$ cat src/rtl/pa_pkg.sv
package pa_pkg;

   localparam int INDEX_BITS_DEFAULT = 16;

   localparam int MODE_BITS = 3;
   localparam int SLOT_BITS = 2;
   localparam int SIZE_BITS = 3;
   localparam int MASK_BITS = 4;

   typedef enum logic [MODE_BITS-1:0] {
      MODE_TRI_STRIP  = 3'd0,
      MODE_TRI_FAN    = 3'd1,
      MODE_TRIANGLES  = 3'd2,
      MODE_QUAD_STRIP = 3'd3,
      MODE_QUADS      = 3'd4
   } draw_mode_type;

   localparam logic [MODE_BITS-1:0] MODE_RESET = MODE_TRIANGLES;

   localparam logic [SIZE_BITS-1:0] TRI_SIZE  = 3'd3;
   localparam logic [SIZE_BITS-1:0] QUAD_SIZE = 3'd4;

   localparam logic [MASK_BITS-1:0] TRI_SLOTS_MASK = 4'b0111;
   localparam logic [MASK_BITS-1:0] KEEP_HIGH_PAIR = 4'b1100;
   localparam logic [MASK_BITS-1:0] KEEP_LOW_PAIR  = 4'b0011;

   typedef struct packed {
      logic [SLOT_BITS-1:0] fill_count;
      logic                 first_done;
      logic [SLOT_BITS-1:0] replace_slot;
      logic                 inverted_flag;
   } asm_state_type;

   typedef struct packed {
      logic [SLOT_BITS-1:0] slot;
      logic                 facet_ready;
      logic [SIZE_BITS-1:0] facet_size;
      logic                 facet_inverted;
      logic [MASK_BITS-1:0] keep_mask;
   } facet_info_type;

endpackage

$ cat src/rtl/pa_if.sv
interface pa_req_if #(
   parameter int INDEX_BITS = pa_pkg::INDEX_BITS_DEFAULT
);
   logic                  valid;
   logic                  ready;
   logic [INDEX_BITS-1:0] vertex_index;
   logic                  array_start;

   modport source (output valid, output vertex_index, output array_start, input ready);
   modport sink (input valid, input vertex_index, input array_start, output ready);
endinterface

interface pa_rsp_if #(
   parameter int INDEX_BITS = pa_pkg::INDEX_BITS_DEFAULT
);
   logic                           valid;
   logic                           ready;
   logic [pa_pkg::SLOT_BITS-1:0]   slot;
   logic                           facet_ready;
   logic [pa_pkg::SIZE_BITS-1:0]   facet_size;
   logic                           facet_inverted;
   logic [pa_pkg::MASK_BITS-1:0]   keep_mask;
   logic [INDEX_BITS-1:0]          color_vertex;

   modport source (output valid, output slot, output facet_ready, output facet_size,
                   output facet_inverted, output keep_mask, output color_vertex,
                   input ready);
   modport sink (input valid, input slot, input facet_ready, input facet_size,
                 input facet_inverted, input keep_mask, input color_vertex,
                 output ready);
endinterface

interface pa_csr_if;
   logic                         valid;
   logic                         ready;
   logic [pa_pkg::MODE_BITS-1:0] draw_mode;

   modport source (output valid, output draw_mode, input ready);
   modport sink (input valid, input draw_mode, output ready);
endinterface

$ cat src/rtl/pa_step.sv
module pa_step #(
   parameter int INDEX_BITS = pa_pkg::INDEX_BITS_DEFAULT
) (
   input  logic [pa_pkg::MODE_BITS-1:0] mode,
   input  pa_pkg::asm_state_type        state_cur,
   input  logic [INDEX_BITS-1:0]        first_index_cur,
   input  logic [INDEX_BITS-1:0]        vertex_index,
   input  logic                         array_start,
   output pa_pkg::asm_state_type        state_nxt,
   output logic [INDEX_BITS-1:0]        first_index_nxt,
   output pa_pkg::facet_info_type       info,
   output logic [INDEX_BITS-1:0]        color_vertex
);

   pa_pkg::asm_state_type       st;
   logic [INDEX_BITS-1:0]       fi;
   logic [pa_pkg::SIZE_BITS-1:0] list_size;
   logic                        is_fan;

   always_comb begin
      st = array_start ? '0 : state_cur;
      fi = array_start ? '0 : first_index_cur;
      is_fan = (mode == pa_pkg::MODE_TRI_FAN);
      list_size = (mode == pa_pkg::MODE_TRIANGLES) ? pa_pkg::TRI_SIZE : pa_pkg::QUAD_SIZE;
      state_nxt = st;
      first_index_nxt = fi;
      info = '0;
      color_vertex = '0;

      unique case (mode)
         pa_pkg::MODE_TRI_STRIP, pa_pkg::MODE_TRI_FAN: begin
            if (!st.first_done) begin
               info.slot = st.fill_count;
               if (st.fill_count == 2'd2) begin
                  info.facet_ready = 1'b1;
                  info.facet_size = pa_pkg::TRI_SIZE;
                  color_vertex = vertex_index;
                  state_nxt.first_done = 1'b1;
                  state_nxt.fill_count = '0;
                  state_nxt.inverted_flag = 1'b0;
                  state_nxt.replace_slot = is_fan ? 2'd1 : 2'd0;
               end else begin
                  state_nxt.fill_count = st.fill_count + 2'd1;
               end
            end else begin
               info.slot = st.replace_slot;
               info.facet_ready = 1'b1;
               info.facet_size = pa_pkg::TRI_SIZE;
               info.facet_inverted = ~st.inverted_flag;
               info.keep_mask = pa_pkg::TRI_SLOTS_MASK & ~(4'd1 << st.replace_slot);
               color_vertex = vertex_index;
               state_nxt.inverted_flag = ~st.inverted_flag;
               if (st.replace_slot >= 2'd2) begin
                  state_nxt.replace_slot = is_fan ? 2'd1 : 2'd0;
               end else begin
                  state_nxt.replace_slot = st.replace_slot + 2'd1;
               end
            end
         end
         pa_pkg::MODE_QUAD_STRIP: begin
            if (!st.first_done) begin
               unique case (st.fill_count)
                  2'd0: info.slot = 2'd0;
                  2'd1: info.slot = 2'd1;
                  2'd2: info.slot = 2'd3;
                  default: info.slot = 2'd2;
               endcase
               if (st.fill_count == 2'd3) begin
                  info.facet_ready = 1'b1;
                  info.facet_size = pa_pkg::QUAD_SIZE;
                  color_vertex = vertex_index;
                  state_nxt.first_done = 1'b1;
                  state_nxt.fill_count = '0;
                  state_nxt.inverted_flag = 1'b0;
                  state_nxt.replace_slot = '0;
               end else begin
                  state_nxt.fill_count = st.fill_count + 2'd1;
               end
            end else if (st.fill_count == 2'd0) begin
               info.slot = (st.replace_slot == 2'd0) ? 2'd0 : 2'd3;
               state_nxt.fill_count = 2'd1;
            end else begin
               info.slot = (st.replace_slot == 2'd0) ? 2'd1 : 2'd2;
               info.facet_ready = 1'b1;
               info.facet_size = pa_pkg::QUAD_SIZE;
               info.facet_inverted = ~st.inverted_flag;
               info.keep_mask = (st.replace_slot == 2'd0) ? pa_pkg::KEEP_HIGH_PAIR
                                                          : pa_pkg::KEEP_LOW_PAIR;
               color_vertex = vertex_index;
               state_nxt.inverted_flag = ~st.inverted_flag;
               state_nxt.replace_slot = (st.replace_slot == 2'd0) ? 2'd2 : 2'd0;
               state_nxt.fill_count = '0;
            end
         end
         default: begin
            // triangle and quad lists; undefined codes run as quads
            info.slot = st.fill_count;
            if (st.fill_count == 2'd0) begin
               first_index_nxt = vertex_index;
            end
            if ({1'b0, st.fill_count} + 3'd1 == list_size) begin
               info.facet_ready = 1'b1;
               info.facet_size = list_size;
               color_vertex = first_index_nxt;
               state_nxt.fill_count = '0;
            end else begin
               state_nxt.fill_count = st.fill_count + 2'd1;
            end
         end
      endcase
   end

endmodule

$ cat src/rtl/primitive_assembler_top.sv
// Primitive assembler: takes one vertex index per beat and reports, from a
// result register, the facet slot it lands in and, when it closes a facet,
// the facet size, winding inversion, reused-slot mask and flat-color vertex.
// Draw mode is set through the csr channel (reset: triangles); a write also
// restarts assembly, as does array_start on a vertex. Throughput is one
// vertex per clock; req ready drops only while a finished result is held by
// rsp back-pressure.
// Incomplete trailing facets are dropped silently.
module primitive_assembler_top #(
   parameter int INDEX_BITS = pa_pkg::INDEX_BITS_DEFAULT
) (
   input logic   clock,
   input logic   reset,
   pa_req_if.sink   req_ch,
   pa_rsp_if.source rsp_ch,
   pa_csr_if.sink   csr_ch
);

   logic [pa_pkg::MODE_BITS-1:0] mode_ff;
   pa_pkg::asm_state_type        state_ff, state_in;
   logic [INDEX_BITS-1:0]        first_index_ff, first_index_in;
   pa_pkg::facet_info_type       info_ff, info_in;
   logic [INDEX_BITS-1:0]        color_ff, color_in;
   logic                         rsp_valid_ff;
   logic                         req_take;
   logic                         csr_take;

   assign req_ch.ready = !rsp_valid_ff || rsp_ch.ready;
   assign csr_ch.ready = 1'b1;
   assign req_take = req_ch.valid && req_ch.ready;
   assign csr_take = csr_ch.valid;

   pa_step #(
      .INDEX_BITS(INDEX_BITS)
   ) u_step (
      .mode            (mode_ff),
      .state_cur       (state_ff),
      .first_index_cur (first_index_ff),
      .vertex_index    (req_ch.vertex_index),
      .array_start     (req_ch.array_start),
      .state_nxt       (state_in),
      .first_index_nxt (first_index_in),
      .info            (info_in),
      .color_vertex    (color_in)
   );

   always_ff @(posedge clock) begin
      if (reset) begin
         mode_ff <= pa_pkg::MODE_RESET;
         state_ff <= '0;
         first_index_ff <= '0;
         rsp_valid_ff <= 1'b0;
      end else begin
         if (csr_take) begin
            mode_ff <= csr_ch.draw_mode;
            state_ff <= '0;
            first_index_ff <= '0;
         end else if (req_take) begin
            state_ff <= state_in;
            first_index_ff <= first_index_in;
         end
         if (req_take) begin
            rsp_valid_ff <= 1'b1;
         end else if (rsp_ch.ready) begin
            rsp_valid_ff <= 1'b0;
         end
      end
   end

   always_ff @(posedge clock) begin
      if (req_take) begin
         info_ff <= info_in;
         color_ff <= color_in;
      end
   end

   assign rsp_ch.valid = rsp_valid_ff;
   assign rsp_ch.slot = info_ff.slot;
   assign rsp_ch.facet_ready = info_ff.facet_ready;
   assign rsp_ch.facet_size = info_ff.facet_size;
   assign rsp_ch.facet_inverted = info_ff.facet_inverted;
   assign rsp_ch.keep_mask = info_ff.keep_mask;
   assign rsp_ch.color_vertex = color_ff;

   a_csr_clears: assert property (@(posedge clock) disable iff (reset)
      csr_take |=> (state_ff == '0) && (first_index_ff == '0))
      else $error("assembly state not cleared by draw mode write");

   a_facet_size: assert property (@(posedge clock) disable iff (reset)
      (rsp_valid_ff && info_ff.facet_ready) |->
         (info_ff.facet_size == pa_pkg::TRI_SIZE || info_ff.facet_size == pa_pkg::QUAD_SIZE))
      else $error("completed facet with bad size");

   a_keep_excludes_slot: assert property (@(posedge clock) disable iff (reset)
      rsp_valid_ff |-> !info_ff.keep_mask[info_ff.slot])
      else $error("kept slot overwritten by current vertex");

   a_idle_fields_zero: assert property (@(posedge clock) disable iff (reset)
      (rsp_valid_ff && !info_ff.facet_ready) |->
         (info_ff.facet_size == '0 && info_ff.keep_mask == '0 && color_ff == '0))
      else $error("facet fields set without a completed facet");

endmodule

$ cat src/flat_wrapper.sv
// flat-port wrapper written by rule: the top's interface ports become plain ports
module primitive_assembler_top_flat 
#(
   parameter int INDEX_BITS = pa_pkg::INDEX_BITS_DEFAULT
)
  (clock, reset, req_ch_valid, req_ch_vertex_index, req_ch_array_start, req_ch_ready, rsp_ch_valid, rsp_ch_slot, rsp_ch_facet_ready, rsp_ch_facet_size, rsp_ch_facet_inverted, rsp_ch_keep_mask, rsp_ch_color_vertex, rsp_ch_ready, csr_ch_valid, csr_ch_draw_mode, csr_ch_ready);
  pa_req_if #(.INDEX_BITS(INDEX_BITS)) req_ch_i ();
  pa_rsp_if #(.INDEX_BITS(INDEX_BITS)) rsp_ch_i ();
  pa_csr_if csr_ch_i ();
  input logic clock;
  input logic reset;
  input wire logic [$bits(req_ch_i.valid)-1:0] req_ch_valid;
  input wire logic [$bits(req_ch_i.vertex_index)-1:0] req_ch_vertex_index;
  input wire logic [$bits(req_ch_i.array_start)-1:0] req_ch_array_start;
  output wire logic [$bits(req_ch_i.ready)-1:0] req_ch_ready;
  output wire logic [$bits(rsp_ch_i.valid)-1:0] rsp_ch_valid;
  output wire logic [$bits(rsp_ch_i.slot)-1:0] rsp_ch_slot;
  output wire logic [$bits(rsp_ch_i.facet_ready)-1:0] rsp_ch_facet_ready;
  output wire logic [$bits(rsp_ch_i.facet_size)-1:0] rsp_ch_facet_size;
  output wire logic [$bits(rsp_ch_i.facet_inverted)-1:0] rsp_ch_facet_inverted;
  output wire logic [$bits(rsp_ch_i.keep_mask)-1:0] rsp_ch_keep_mask;
  output wire logic [$bits(rsp_ch_i.color_vertex)-1:0] rsp_ch_color_vertex;
  input wire logic [$bits(rsp_ch_i.ready)-1:0] rsp_ch_ready;
  input wire logic [$bits(csr_ch_i.valid)-1:0] csr_ch_valid;
  input wire logic [$bits(csr_ch_i.draw_mode)-1:0] csr_ch_draw_mode;
  output wire logic [$bits(csr_ch_i.ready)-1:0] csr_ch_ready;
  assign req_ch_i.valid = req_ch_valid;
  assign req_ch_i.vertex_index = req_ch_vertex_index;
  assign req_ch_i.array_start = req_ch_array_start;
  assign req_ch_ready = req_ch_i.ready;
  assign rsp_ch_valid = rsp_ch_i.valid;
  assign rsp_ch_slot = rsp_ch_i.slot;
  assign rsp_ch_facet_ready = rsp_ch_i.facet_ready;
  assign rsp_ch_facet_size = rsp_ch_i.facet_size;
  assign rsp_ch_facet_inverted = rsp_ch_i.facet_inverted;
  assign rsp_ch_keep_mask = rsp_ch_i.keep_mask;
  assign rsp_ch_color_vertex = rsp_ch_i.color_vertex;
  assign rsp_ch_i.ready = rsp_ch_ready;
  assign csr_ch_i.valid = csr_ch_valid;
  assign csr_ch_i.draw_mode = csr_ch_draw_mode;
  assign csr_ch_ready = csr_ch_i.ready;
  primitive_assembler_top #(.INDEX_BITS(INDEX_BITS)) u_core (.clock(clock), .reset(reset), .req_ch(req_ch_i), .rsp_ch(rsp_ch_i), .csr_ch(csr_ch_i));
endmodule
$ cat config.mk
export PLATFORM = sky130hd
export DESIGN_NAME = primitive_assembler_top_flat
export DESIGN_NICKNAME = d
export VERILOG_FILES = /design/src/rtl/pa_pkg.sv /design/src/rtl/pa_if.sv /design/src/rtl/pa_step.sv /design/src/rtl/primitive_assembler_top.sv /design/src/flat_wrapper.sv
export SDC_FILE = /design/constraint.sdc
export NUM_CORES = 1
export LEC_CHECK = 0
export BUFFER_PORTS_ARGS = -buffer_cell sky130_fd_sc_hd__buf_2
export CAP_MARGIN = 10
export CORE_ASPECT_RATIO = 0.5
export CORE_UTILIZATION = 40
export DETAILED_ROUTE_END_ITERATION = 7
export HOLD_SLACK_MARGIN = 0.06
export PLACE_DENSITY = 0.6
export SYNTH_ARGS = -nofsm -noshare
export SYNTH_HDL_FRONTEND = slang
export SYNTH_HIERARCHICAL = 1
export SYNTH_SLANG_ARGS = --single-unit
export TNS_END_PERCENT = 100
$ cat constraint.sdc
create_clock -name clock -period 2.5 [get_ports clock]
set_input_delay 0.125 -clock clock [delete_from_list [all_inputs] [get_ports clock]]
set_output_delay 0.125 -clock clock [all_outputs]
set_load 0.02 [all_outputs]
==> results.toml, run 1 <==
[global_routing]
antenna_found_initial = 0
grt-ovfl-total = 0
grt_pass1_vias = 2601
grt_pass1_wl_mm = 12.9
grt.total_usage_pct = 19.6
grt_max_degree = 50

[critical_path]
path_class = "reg -> reg"
worstReg2RegStart = "u_core/state_ff[4]"
critPathLaunchType = "flip-flop"
cp_max_fo = 16
path_cells = "nor2b_1 -> inv_1 -> ha_1 -> or2b_1 -> a211o_1 -> o221ai_2 -> o2bb2ai_1"
slowest_stage = "o221ai_2"
rr_endpoint = "u_core/rsp_ch.color_vertex[10]"
critPathTopFamily = "compound AO/OA/AOI/OAI gates"
rrSetupSlack_ns = 0.19
crit_arrival_ns = 2.46
slowest_delay_ns = 0.40
crit_buf_inv = 1
crit_path_end_kind = "flip-flop"
rr_worst_depth = 7
worstPathRequired_ns = 2.64

[cts]
clock_path_buffers = 2
clk-insertion-delay-late_ns = 0.30
htree_num_levels = 2
cts_root_buf = "clkbuf_16"
cts_tree = "done"
numCtsBuffers = 5
clk_pin_slew_ns = 0.07
ctsResizeCount = 0
numClockSinks = 53

[power_and_ir_drop]
power_density_nw_per_um2 = 525
power_frac_comb_pct = 15.5
sequentialPowerShare_pct = 49.1
p_clk_share_pct = 35.4
total_leakage_power_nw = 1.42
cellInternalPower_w = 0.00142
vdd_ir_drop_max_v = 0.000255
power_switching_share_pct = 27.4
switchingPower_w = 0.000538

[synth]
synth.distinct_cells = 51
synth_nets = 385
async_flop_share_pct = 0
yosysSeqAreaShare_pct = 40.5
yosysTopAreaCell = "edfxtp_1"
yosys_warnings = 6
synth_edf_count = 27
synth_top_area_share_pct = 24.6
synth_cells = 352
syn_avg_cell_area_um2 = 9.35
syn_area_um2 = 3290
synth_ff_type = "edfxtp_1"
synth-seq-cells = 53
synthTopCellsByArea = "edfxtp_1 (25%), dfxtp_1 (16%), nand2_1 (7.1%)"

[placement]
io_buffer_count = 53
pre_cts_slack_ns = 0.227
dp_hpwl_mm = 5.14
gp_congestion = 0.939
dpl-instance-area_um2 = 3580

[detailed_routing]
drt_pass1_iterations = 5
avgViaCountPerCell = 5.53
detail-route-antenna-nets = 0
vias = 2777
wirelength_mm = 7.99
routedWlPerCell_um = 15.9
dr.first_iter.drc_count = 207
drc = 0

[die]
io_pins = 55
dieWidth_um = 130
dieArea_um2 = 8620
start_util_pct = 43.0
core_um2 = 7650
row_count = 22
die-height_um = 66.1

[timing]
timing.final.ws_setup_ns = 0.185
setup_viol = 0
worstMarginPinSlew_ns = 1.14
maxSlewViolCount = 0
hold_viol = 0
fmax_mhz = 432
period_share_pct = 92.6
rsz0062_at_grt = "false"
fin_setup_tns_ns = 0
hold_slack_ns = 0.0666
slew_headroom_pct = 23.7
final.min_clock_period_ns = 2.31
finClkSkew_ns = 0.00841

[flow_run]
drv_cap = 0

[run_status]
status = "complete, no violations"

[layout]
nets = 426
layout-drive-gt1-share_pct = 27.9
antennaDiodeCount = 0
areaGrowthSynthToFinish_pct = 13.5
design_area_um2 = 3740

[worst_hold_path]
min_to = "u_core/mode_ff[2]"
holdCritPathClass = "in -> reg"
hold_depth = 3
worstHoldStart = "csr_ch_draw_mode[2]"
-- state kept, by name (all words and copies together) (netlist names) --
name                          cells
u_core/state_ff                   6
u_core/rsp_ch.color_vertex       16
u_core/rsp_ch.facet_ready         1
u_core/rsp_ch.slot                2
u_core/mode_ff                    3
u_core/rsp_ch.facet_size          3
u_core/rsp_ch.facet_inverted      1
u_core/rsp_ch.valid               1
u_core/first_index_ff            16
u_core/rsp_ch.keep_mask           4
-- per-stage QoR --
stage               util (%)  power [W]  instances
global placement        46.8    0.00128        493
detailed placement      46.8    0.00129        493
finish                  48.8    0.00196        502
global route            48.8    0.00205        502
floorplan                  -    0.00119        352
CTS                     48.8    0.00199        502
-- Yosys cell counts (3+ instances only) --
cell type and n:
nor2_1 12, nor2b_1 3, o31ai_1 3, mux2i_1 4, a21oi_1 9, a32oi_1 3
o2bb2ai_2 9, inv_1 7, nand4_1 23, dfxtp_1 26, edfxtp_1 27, clkbuf_1 14
nand2b_1 19, o21ai_2 19, o21a_1 16, o21ai_0 29, buf_6 5, o2bb2ai_1 6
nand2_1 62, buf_2 7, buf_4 5, ha_1 8
-- cell families after synthesis --
| group | synth area share (%) |
|---|---|
| other | 0.114 |
| multiplexers | 1.22 |
| flip-flops | 40.5 |
| AO/OA/AOI/OAI | 27.2 |
| buffers and inverters | 6.92 |
| AND/OR/NAND/NOR | 20.8 |
| XOR/XNOR | 0.266 |
| adder cells (fa/ha/maj) | 3.04 |
-- worst max-delay path by stage --
| stage | start | depth (start not counted) | endpoint |
|---|---|---|---|
| floorplan | u_core/state_ff[4] | 9 | u_core/rsp_ch.color_vertex[5] |
| global placement | u_core/state_ff[4] | 7 | u_core/rsp_ch.color_vertex[4] |
| detailed placement | u_core/state_ff[4] | 7 | u_core/rsp_ch.color_vertex[14] |
| CTS | u_core/state_ff[4] | 7 | u_core/rsp_ch.color_vertex[10] |
| global route | u_core/state_ff[4] | 7 | u_core/rsp_ch.color_vertex[13] |
| finish | u_core/state_ff[4] | 7 | u_core/rsp_ch.color_vertex[10] |
-- area by class of cell --
class | instances | area (um^2)
flip-flops and latches | 53 | 1330
well taps | 108 | 135
clock buffers | 6 | 129
repair buffers | 66 | 365
inverters | 7 | 26.3
multi-input cells | 260 | 1740
clock inverters | 2 | 13.8
fillers | 758 | 3920
-- layer usage --
metal | routed length (um) | GRT usage, %
met5 | 0 | 0
met4 | 172 | 6.69
met3 | 477 | 4.05
met2 | 3540 | 32.3
met1 | 3800 | 25.7
-- worst reg2reg max path: stages (launching register included) --
cell,delay (ns)
dfxtp_1,0.37
nor2b_1,0.25
inv_1,0.15
ha_1,0.24
or2b_1,0.22
a211o_1,0.34
o221ai_2,0.40
o2bb2ai_1,0.19
-- layout by cell type, fill, tap and decap left out, types with 3 or more instances in the layout --
cell type	count
o21ai_2	19
edfxtp_1	27
o31ai_1	3
buf_2	53
nand2_1	62
nor2b_1	3
a32oi_1	3
ha_1	8
o21a_1	16
a21oi_1	8
o2bb2ai_2	9
nand2b_1	19
dfxtp_1	26
o21ai_0	29
o2bb2ai_1	6
clkbuf_16	5
nand4_1	23
nor2_1	12
inv_1	7
buf_4	12
mux2i_1	4
-- power by group through the flow --
| stage | Clock, W | Combinational (W) | Sequential, W |
|---|---|---|---|
| final | 0.000695 | 0.000303 | 0.000964 |
| after global routing | 0.000749 | 0.000334 | 0.000968 |
| after CTS | 0.000718 | 0.000303 | 0.000965 |
| after detailed placement | 0 | 0.000301 | 0.000985 |
| after global placement | 0 | 0.000299 | 0.000982 |
| after floorplan | 0 | 0.000182 | 0.00101 |
-- repair_timing --
action / CTS / global route
setup buffers: 0 / 0
hold buffers: 1 / 0
endpoints found under the hold margin: 1 / 0
(Power assumes the default switching activity.)
==> run 2, diff against run 1 <==
--- a/config.mk
+++ b/config.mk
@@ -5,13 +5,14 @@
 export SDC_FILE = /design/constraint.sdc
 export NUM_CORES = 1
 export LEC_CHECK = 0
+export ABC_AREA = 1
 export BUFFER_PORTS_ARGS = -buffer_cell sky130_fd_sc_hd__buf_2
 export CAP_MARGIN = 10
 export CORE_ASPECT_RATIO = 0.5
 export CORE_UTILIZATION = 40
 export DETAILED_ROUTE_END_ITERATION = 7
 export HOLD_SLACK_MARGIN = 0.06
-export PLACE_DENSITY = 0.6
+export PLACE_DENSITY = 0.57
 export SYNTH_ARGS = -nofsm -noshare
 export SYNTH_HDL_FRONTEND = slang
 export SYNTH_HIERARCHICAL = 1
==> constraint.sdc (replaced) <==
create_clock -name clock -period 2.91 [get_ports clock]
set_input_delay 0.1455 -clock clock [delete_from_list [all_inputs] [get_ports clock]]
set_output_delay 0.1455 -clock clock [all_outputs]
set_load 0.02 [all_outputs]
==> run 2 against run 1 <==
Net effect:
- the flow now finishes with violations (DRC)
- largest cell class unchanged
- largest power group unchanged
- critical endpoint is now u_core/state_ff[4]
- clock skew about the same
- highest routed layer unchanged
- core utilization shrank 2.7 points
- register-to-register slack improved by 0.35 ns
- cell count up 37%
==> results.toml, run 2 <==
[run_status]
status = "finished, violations left"
violations = "DRC"

[placement]
dp_hpwl_mm = 6.90
io_buffer_count = 53
dpl-instance-area_um2 = 3930
pre_cts_slack_ns = 0.440
gp_congestion = 0.891
dp_cells = 678

[critical_path]
worstPathRequired_ns = 3.10
path_cells = "inv_1 -> nor2_1 -> inv_1 -> ha_1 -> inv_1 -> nand2_1 -> nand2_2 -> nor2_8 -> nand2_1 -> nand2_1 -> nand2_1 -> inv_1 -> nand3_1 -> nand2_1 -> nor2_1"
critPathLaunchType = "flip-flop"
cpMostUsedCell = "nand2_1"
critPathTopFamily = "simple AND/OR/NAND/NOR gates"
crit_buf_inv = 4
slowest_stage = "dfxtp_1"
crit_arrival_ns = 2.56
path_class = "reg -> reg"
slowest_delay_ns = 0.35
crit_path_end_kind = "flip-flop"
cp_max_fo = 19

[detailed_routing]
drc = 8
avgViaCountPerCell = 4.94
routedWlPerCell_um = 13.9
drt_pass1_iterations = 8
wirelength_mm = 9.55
detail-route-antenna-nets = 0
vias = 3389
dr.first_iter.drc_count = 561

[cts]
cts-hold-fix-buffers = 0
clock_path_buffers = 2
htree_num_levels = 2
ctsResizeCount = 0
cts_root_buf = "clkbuf_16"
numCtsBuffers = 5
numClockSinks = 53
clk_pin_slew_ns = 0.07
clk-insertion-delay-late_ns = 0.29
cts_tree = "done"
cts_setup_buffers = 0

[layout]
fin_cells = 686
layout_commonest_cell = "nand2_1"
layout-drive-gt1-share_pct = 17.4
areaGrowthSynthToFinish_pct = 9.89
fin_util_pct = 46.2
mostFrequentLayoutCells = "nand2_1 (127), inv_1 (88), buf_2 (53), nor2_1 (49), o21ai_0 (45)"
antennaDiodeCount = 0
nets = 601
design_area_um2 = 4100

[synth]
synthMuxAreaShare_pct = 0
syn_area_um2 = 3730
synth-seq-cells = 53
ys_top_cells_by_count = "nand2_1 (127), inv_1 (87), nor2_1 (49)"
syn_avg_cell_area_um2 = 7.00
async_flop_share_pct = 0
synth_top_area_share_pct = 21.7
synth_ff_type = "edfxtp_1"
synth.distinct_cells = 32
synth_compound_area_share_pct = 13.9
synth_cells = 533
yosysTopAreaCell = "edfxtp_1"
synth_top_family_by_area = "simple AND/OR/NAND/NOR gates"
synth_edf_count = 27
yosysSeqAreaShare_pct = 35.7
synthTopCellsByArea = "edfxtp_1 (22%), dfxtp_1 (14%), nand2_1 (13%)"
synth_adder_area_share_pct = 2.68
synth_nets = 566
synthSimpleGateAreaFrac_pct = 30.6
yosys_warnings = 6
synth_xor_area_share_pct = 0
synth.most_common_cell = "nand2_1"

[die]
dieWidth_um = 139
dieArea_um2 = 9750
die-height_um = 70.3
core_um2 = 8890
row_count = 24
io_pins = 55
start_util_pct = 42.0

[global_routing]
grt_pass1_vias = 2814
grt.total_usage_pct = 20.3
grt-ovfl-total = 0
grt_max_degree = 47
antenna_found_initial = 0
grt_pass1_wl_mm = 15.4

[timing]
setup_viol = 0
timing.final.ws_setup_ns = 0.538
fin_setup_tns_ns = 0
hold_viol = 0
worstMarginPinSlew_ns = 0.634
rsz0062_at_grt = "false"
period_share_pct = 81.5
final.min_clock_period_ns = 2.37
maxSlewViolCount = 0
fmax_mhz = 422
finClkSkew_ns = 0.00863
slew_headroom_pct = 57.8

[power_and_ir_drop]
cellInternalPower_w = 0.00138
p_clk_share_pct = 35.6
power_density_nw_per_um2 = 476
switchingPower_w = 0.000573
power_frac_comb_pct = 20.9
sequentialPowerShare_pct = 43.5
total_leakage_power_nw = 1.91
power_switching_share_pct = 29.4
vdd_ir_drop_max_v = 0.000228

[worst_hold_path]
holdCritPathClass = "in -> reg"

[flow_run]
drv_cap = 0
[run 2: changes by cell type after synthesis, moves of 19 or more]
cell,before,now
a21oi_1,9,44
nor2_1,12,49
nand2_1,62,127
nand2b_1,19,0
inv_1,7,87
nand3_1,0,29
[run 2: worst paths after layout]
path	slack, ns	from	depth (start not counted)	endpoint
setup / recovery	0.54	u_core/state_ff[5]	15	u_core/state_ff[4]
hold / removal	0.07	csr_ch_draw_mode[1]	3	u_core/mode_ff[1]
setup reg to reg	0.54	u_core/state_ff[5]	15	u_core/state_ff[4]
hold reg to reg	0.48	u_core/first_index_ff[7]	2	u_core/first_index_ff[7]
[run 2: logic make-up (layout without fill, tap and decap cells)]
group,after synthesis,after routing
buffers and inverters,127,163
and+or+nand+nor,246,246
adders and majority gates,8,8
DFF,53,53
other,1,1
AOI/OAI and AO/OA,98,98
[run 2: per-layer routing]
layer	vias up	wire (um)	share of wire [%]	GRT usage, %
met3	2	1120	12	5.49
li1	1766	-	-	-
met1	1450	5160	54	33.8
met5	-	0	0	0
met4	0	40	0.42	3.83
met2	171	3230	34	24.3
[run 2: power groups by stage]
stage | logic [W] | registers (W) | clock network (W)
after floorplan | 0.000288 | 0.000896 | 0
after global placement | 0.000404 | 0.000866 | 0
after detailed placement | 0.000403 | 0.000866 | 0
after CTS | 0.000404 | 0.000850 | 0.000712
after global routing | 0.000453 | 0.000854 | 0.000740
final | 0.000407 | 0.000849 | 0.000695
[run 2: area by class of cell]
class,instances,area (um^2)
fillers,942,4790
multi-input cells,353,1770
flip-flops and latches,53,1330
inverters,95,364
repair buffers,60,318
well taps,117,146
clock buffers,6,139
clock inverters,2,33.8
[run 2: metrics by stage]
stage | total power [W] | hold slack (ns)
global route | 0.00205 | 0.0857
CTS | 0.00197 | 0.0615
finish | 0.00195 | 0.0717
floorplan | 0.00118 | 0.215
global placement | 0.00127 | 0.370
detailed placement | 0.00127 | 0.369
[run 2: worst min-delay path, stage by stage]
cell,delay (ns)
buf_2,0.08
a21oi_1,0.07
nand2_1,0.05
==> run 3, diff against run 2 <==
--- a/config.mk
+++ b/config.mk
@@ -12,7 +12,7 @@
 export CORE_UTILIZATION = 40
 export DETAILED_ROUTE_END_ITERATION = 7
 export HOLD_SLACK_MARGIN = 0.06
-export PLACE_DENSITY = 0.57
+export PLACE_DENSITY = 0.6
 export SYNTH_ARGS = -nofsm -noshare
 export SYNTH_HDL_FRONTEND = slang
 export SYNTH_HIERARCHICAL = 1
==> constraint.sdc (replaced) <==
create_clock -name clock -period 1.9 [get_ports clock]
set_input_delay 0.095 -clock clock [delete_from_list [all_inputs] [get_ports clock]]
set_output_delay 0.095 -clock clock [all_outputs]
set_load 0.02 [all_outputs]
==> run 3 against run 2 <==
Net effect:
- the flow still finishes with violations (DRC)
- clock skew decreased by 0.0013 ns
- worst setup slack got worse by 0.43 ns
- global-route usage increased by 0.44 points
- core utilization is 3.0 points higher
- clock power rose by 33%
- routed wire length increased by 1.4%
- sequential cell count unchanged
- register-to-register slack worse by 0.43 ns
- die area unchanged
- combinational power increased by 70%
==> results.toml, run 3 (synthesized netlist as in run 2, its figures left out) <==
[global_routing]
grt-ovfl-total = 0
grt_max_degree = 47
top_usage_layer = "met1"
grt_pass1_vias = 2890
grt_pass1_wl_mm = 15.6
grt.total_usage_pct = 20.7
antenna_found_initial = 0
met3_usage_pct = 4.87
met1_usage_pct = 34.6
use_met2_pct = 25.3

[critical_path]
crit_path_end = "u_core/rsp_ch.color_vertex[8]"
crit_buf_inv = 4
worstPathRequired_ns = 2.07
critPathLaunchType = "flip-flop"
rr_endpoint = "u_core/rsp_ch.color_vertex[8]"
cp_max_fo = 18
worstReg2RegStart = "u_core/state_ff[5]"
path_cells = "inv_1 -> nor2_2 -> inv_2 -> ha_4 -> inv_1 -> nand2_1 -> nand2_2 -> nor2_8 -> buf_4 -> nand4_1 -> nand2_1"
slowest_stage = "dfxtp_2"
critPathTopFamily = "simple AND/OR/NAND/NOR gates"
path_class = "reg -> reg"
cp_num_cells = 11
crit_path_end_kind = "flip-flop"
slowest_delay_ns = 0.33
rr_worst_depth = 11
crit_arrival_ns = 1.96
rrSetupSlack_ns = 0.10
critPathLaunch = "u_core/state_ff[5]"

[detailed_routing]
wirelength_mm = 9.69
detail-route-antenna-nets = 0
avgViaCountPerCell = 4.90
dr.first_iter.drc_count = 424
drt_pass1_iterations = 8
vias = 3500
drc = 6
routedWlPerCell_um = 13.6

[placement]
dp_hpwl_mm = 7.02
pre_cts_slack_ns = -0.0418
gp_congestion = 0.935
dpl-instance-area_um2 = 4140
io_buffer_count = 53

[cts]
numCtsBuffers = 5
cts_tree = "done"
htree_num_levels = 2
clk-insertion-delay-late_ns = 0.30
clk_pin_slew_ns = 0.07
numClockSinks = 53
clock_path_buffers = 2
cts_root_buf = "clkbuf_16"

[layout]
design_area_um2 = 4370
fin_util_pct = 49.2
areaGrowthSynthToFinish_pct = 17.0
layout_commonest_cell = "nand2_1"
antennaDiodeCount = 0
mostFrequentLayoutCells = "nand2_1 (126), inv_1 (85), buf_2 (53), nor2_1 (48), a21oi_1 (43)"
nets = 630
layout-drive-gt1-share_pct = 22.2

[timing]
hold_viol = 0
finClkSkew_ns = 0.00736
rsz0062_at_grt = "false"
period_share_pct = 94.5
maxSlewViolCount = 0
fin_setup_tns_ns = 0
timing.final.ws_setup_ns = 0.104
slew_headroom_pct = 63.1
setup_viol = 0
worstMarginPinSlew_ns = 0.552
fmax_mhz = 557
final.min_clock_period_ns = 1.80

[die]
start_util_pct = 42.0
die-height_um = 70.3
dieArea_um2 = 9750
dieWidth_um = 139
io_pins = 55
core_um2 = 8890
row_count = 24

[run_status]
violations = "DRC"
status = "finished, violations left"

[power_and_ir_drop]
total_leakage_power_nw = 2.05
power_density_nw_per_um2 = 666
power_w = 0.00291
vdd_ir_drop_max_v = 0.000488

[flow_run]
drv_cap = 0

[worst_hold_path]
holdCritPathClass = "in -> reg"
run 3: worst reg2reg max path, cell delays in order (launching register included):
cell and delay, ns:
dfxtp_2 0.33, inv_1 0.05, nor2_2 0.13, inv_2 0.08, ha_4 0.28, inv_1 0.05, nand2_1 0.07, nand2_2 0.09
nor2_8 0.12, buf_4 0.22, nand4_1 0.15, nand2_1 0.10
run 3: per-layer routing:
layer	vias to the layer above	routed length, um
met5	-	0
li1	1825	-
met2	157	3350
met4	0	63
met1	1513	5230
met3	5	1040
run 3: where the power goes:
part | total (W) | internal, W | switching [W] | leakage (nW)
clock | 0.000922 | 0.000492 | 0.000430 | 0.0738
combinational | 0.000691 | 0.000240 | 0.000451 | 1.49
sequential | 0.00130 | 0.00127 | 0.0000268 | 0.489
total | 0.00291 | 0.00200 | 0.000908 | 2.05
run 3: repair_timing:
item,4_1_cts,5_1_grt
gates resized for setup,0,22
hold buffers,4,0
pin swaps,1,2
endpoints found under the setup margin,16,40
setup buffers,1,0
gates cloned,0,0
hold endpoints to repair,4,0
run 3: layout make-up:
type / count / area, um^2
clock buffers: 5 / 125
clock inverters: 3 / 22.5
fillers: 923 / 4520
inverters: 95 / 365
multi-input cells: 353 / 1790
flip-flops and latches: 53 / 1330
well taps: 117 / 146
repair buffers: 89 / 583
run 3: how the worst min path moves through the flow:
stage,startpoint,slack (ns),end,cells after the start
floorplan,reset,0.16,u_core/mode_ff[0],1
global placement,csr_ch_draw_mode[1],0.32,u_core/mode_ff[1],3
detailed placement,csr_ch_draw_mode[1],0.31,u_core/mode_ff[1],3
CTS,req_ch_valid,0.08,u_core/rsp_ch.valid,3
global route,req_ch_valid,0.08,u_core/rsp_ch.valid,3
finish,req_ch_valid,0.09,u_core/rsp_ch.valid,3
run 3: through the flow:
step / hold WS (ns) / std cells
finish: 0.0889 / 715
global route: 0.0849 / 715
detailed placement: 0.315 / 702
CTS: 0.0782 / 715
floorplan: 0.164 / 533
global placement: 0.319 / 702
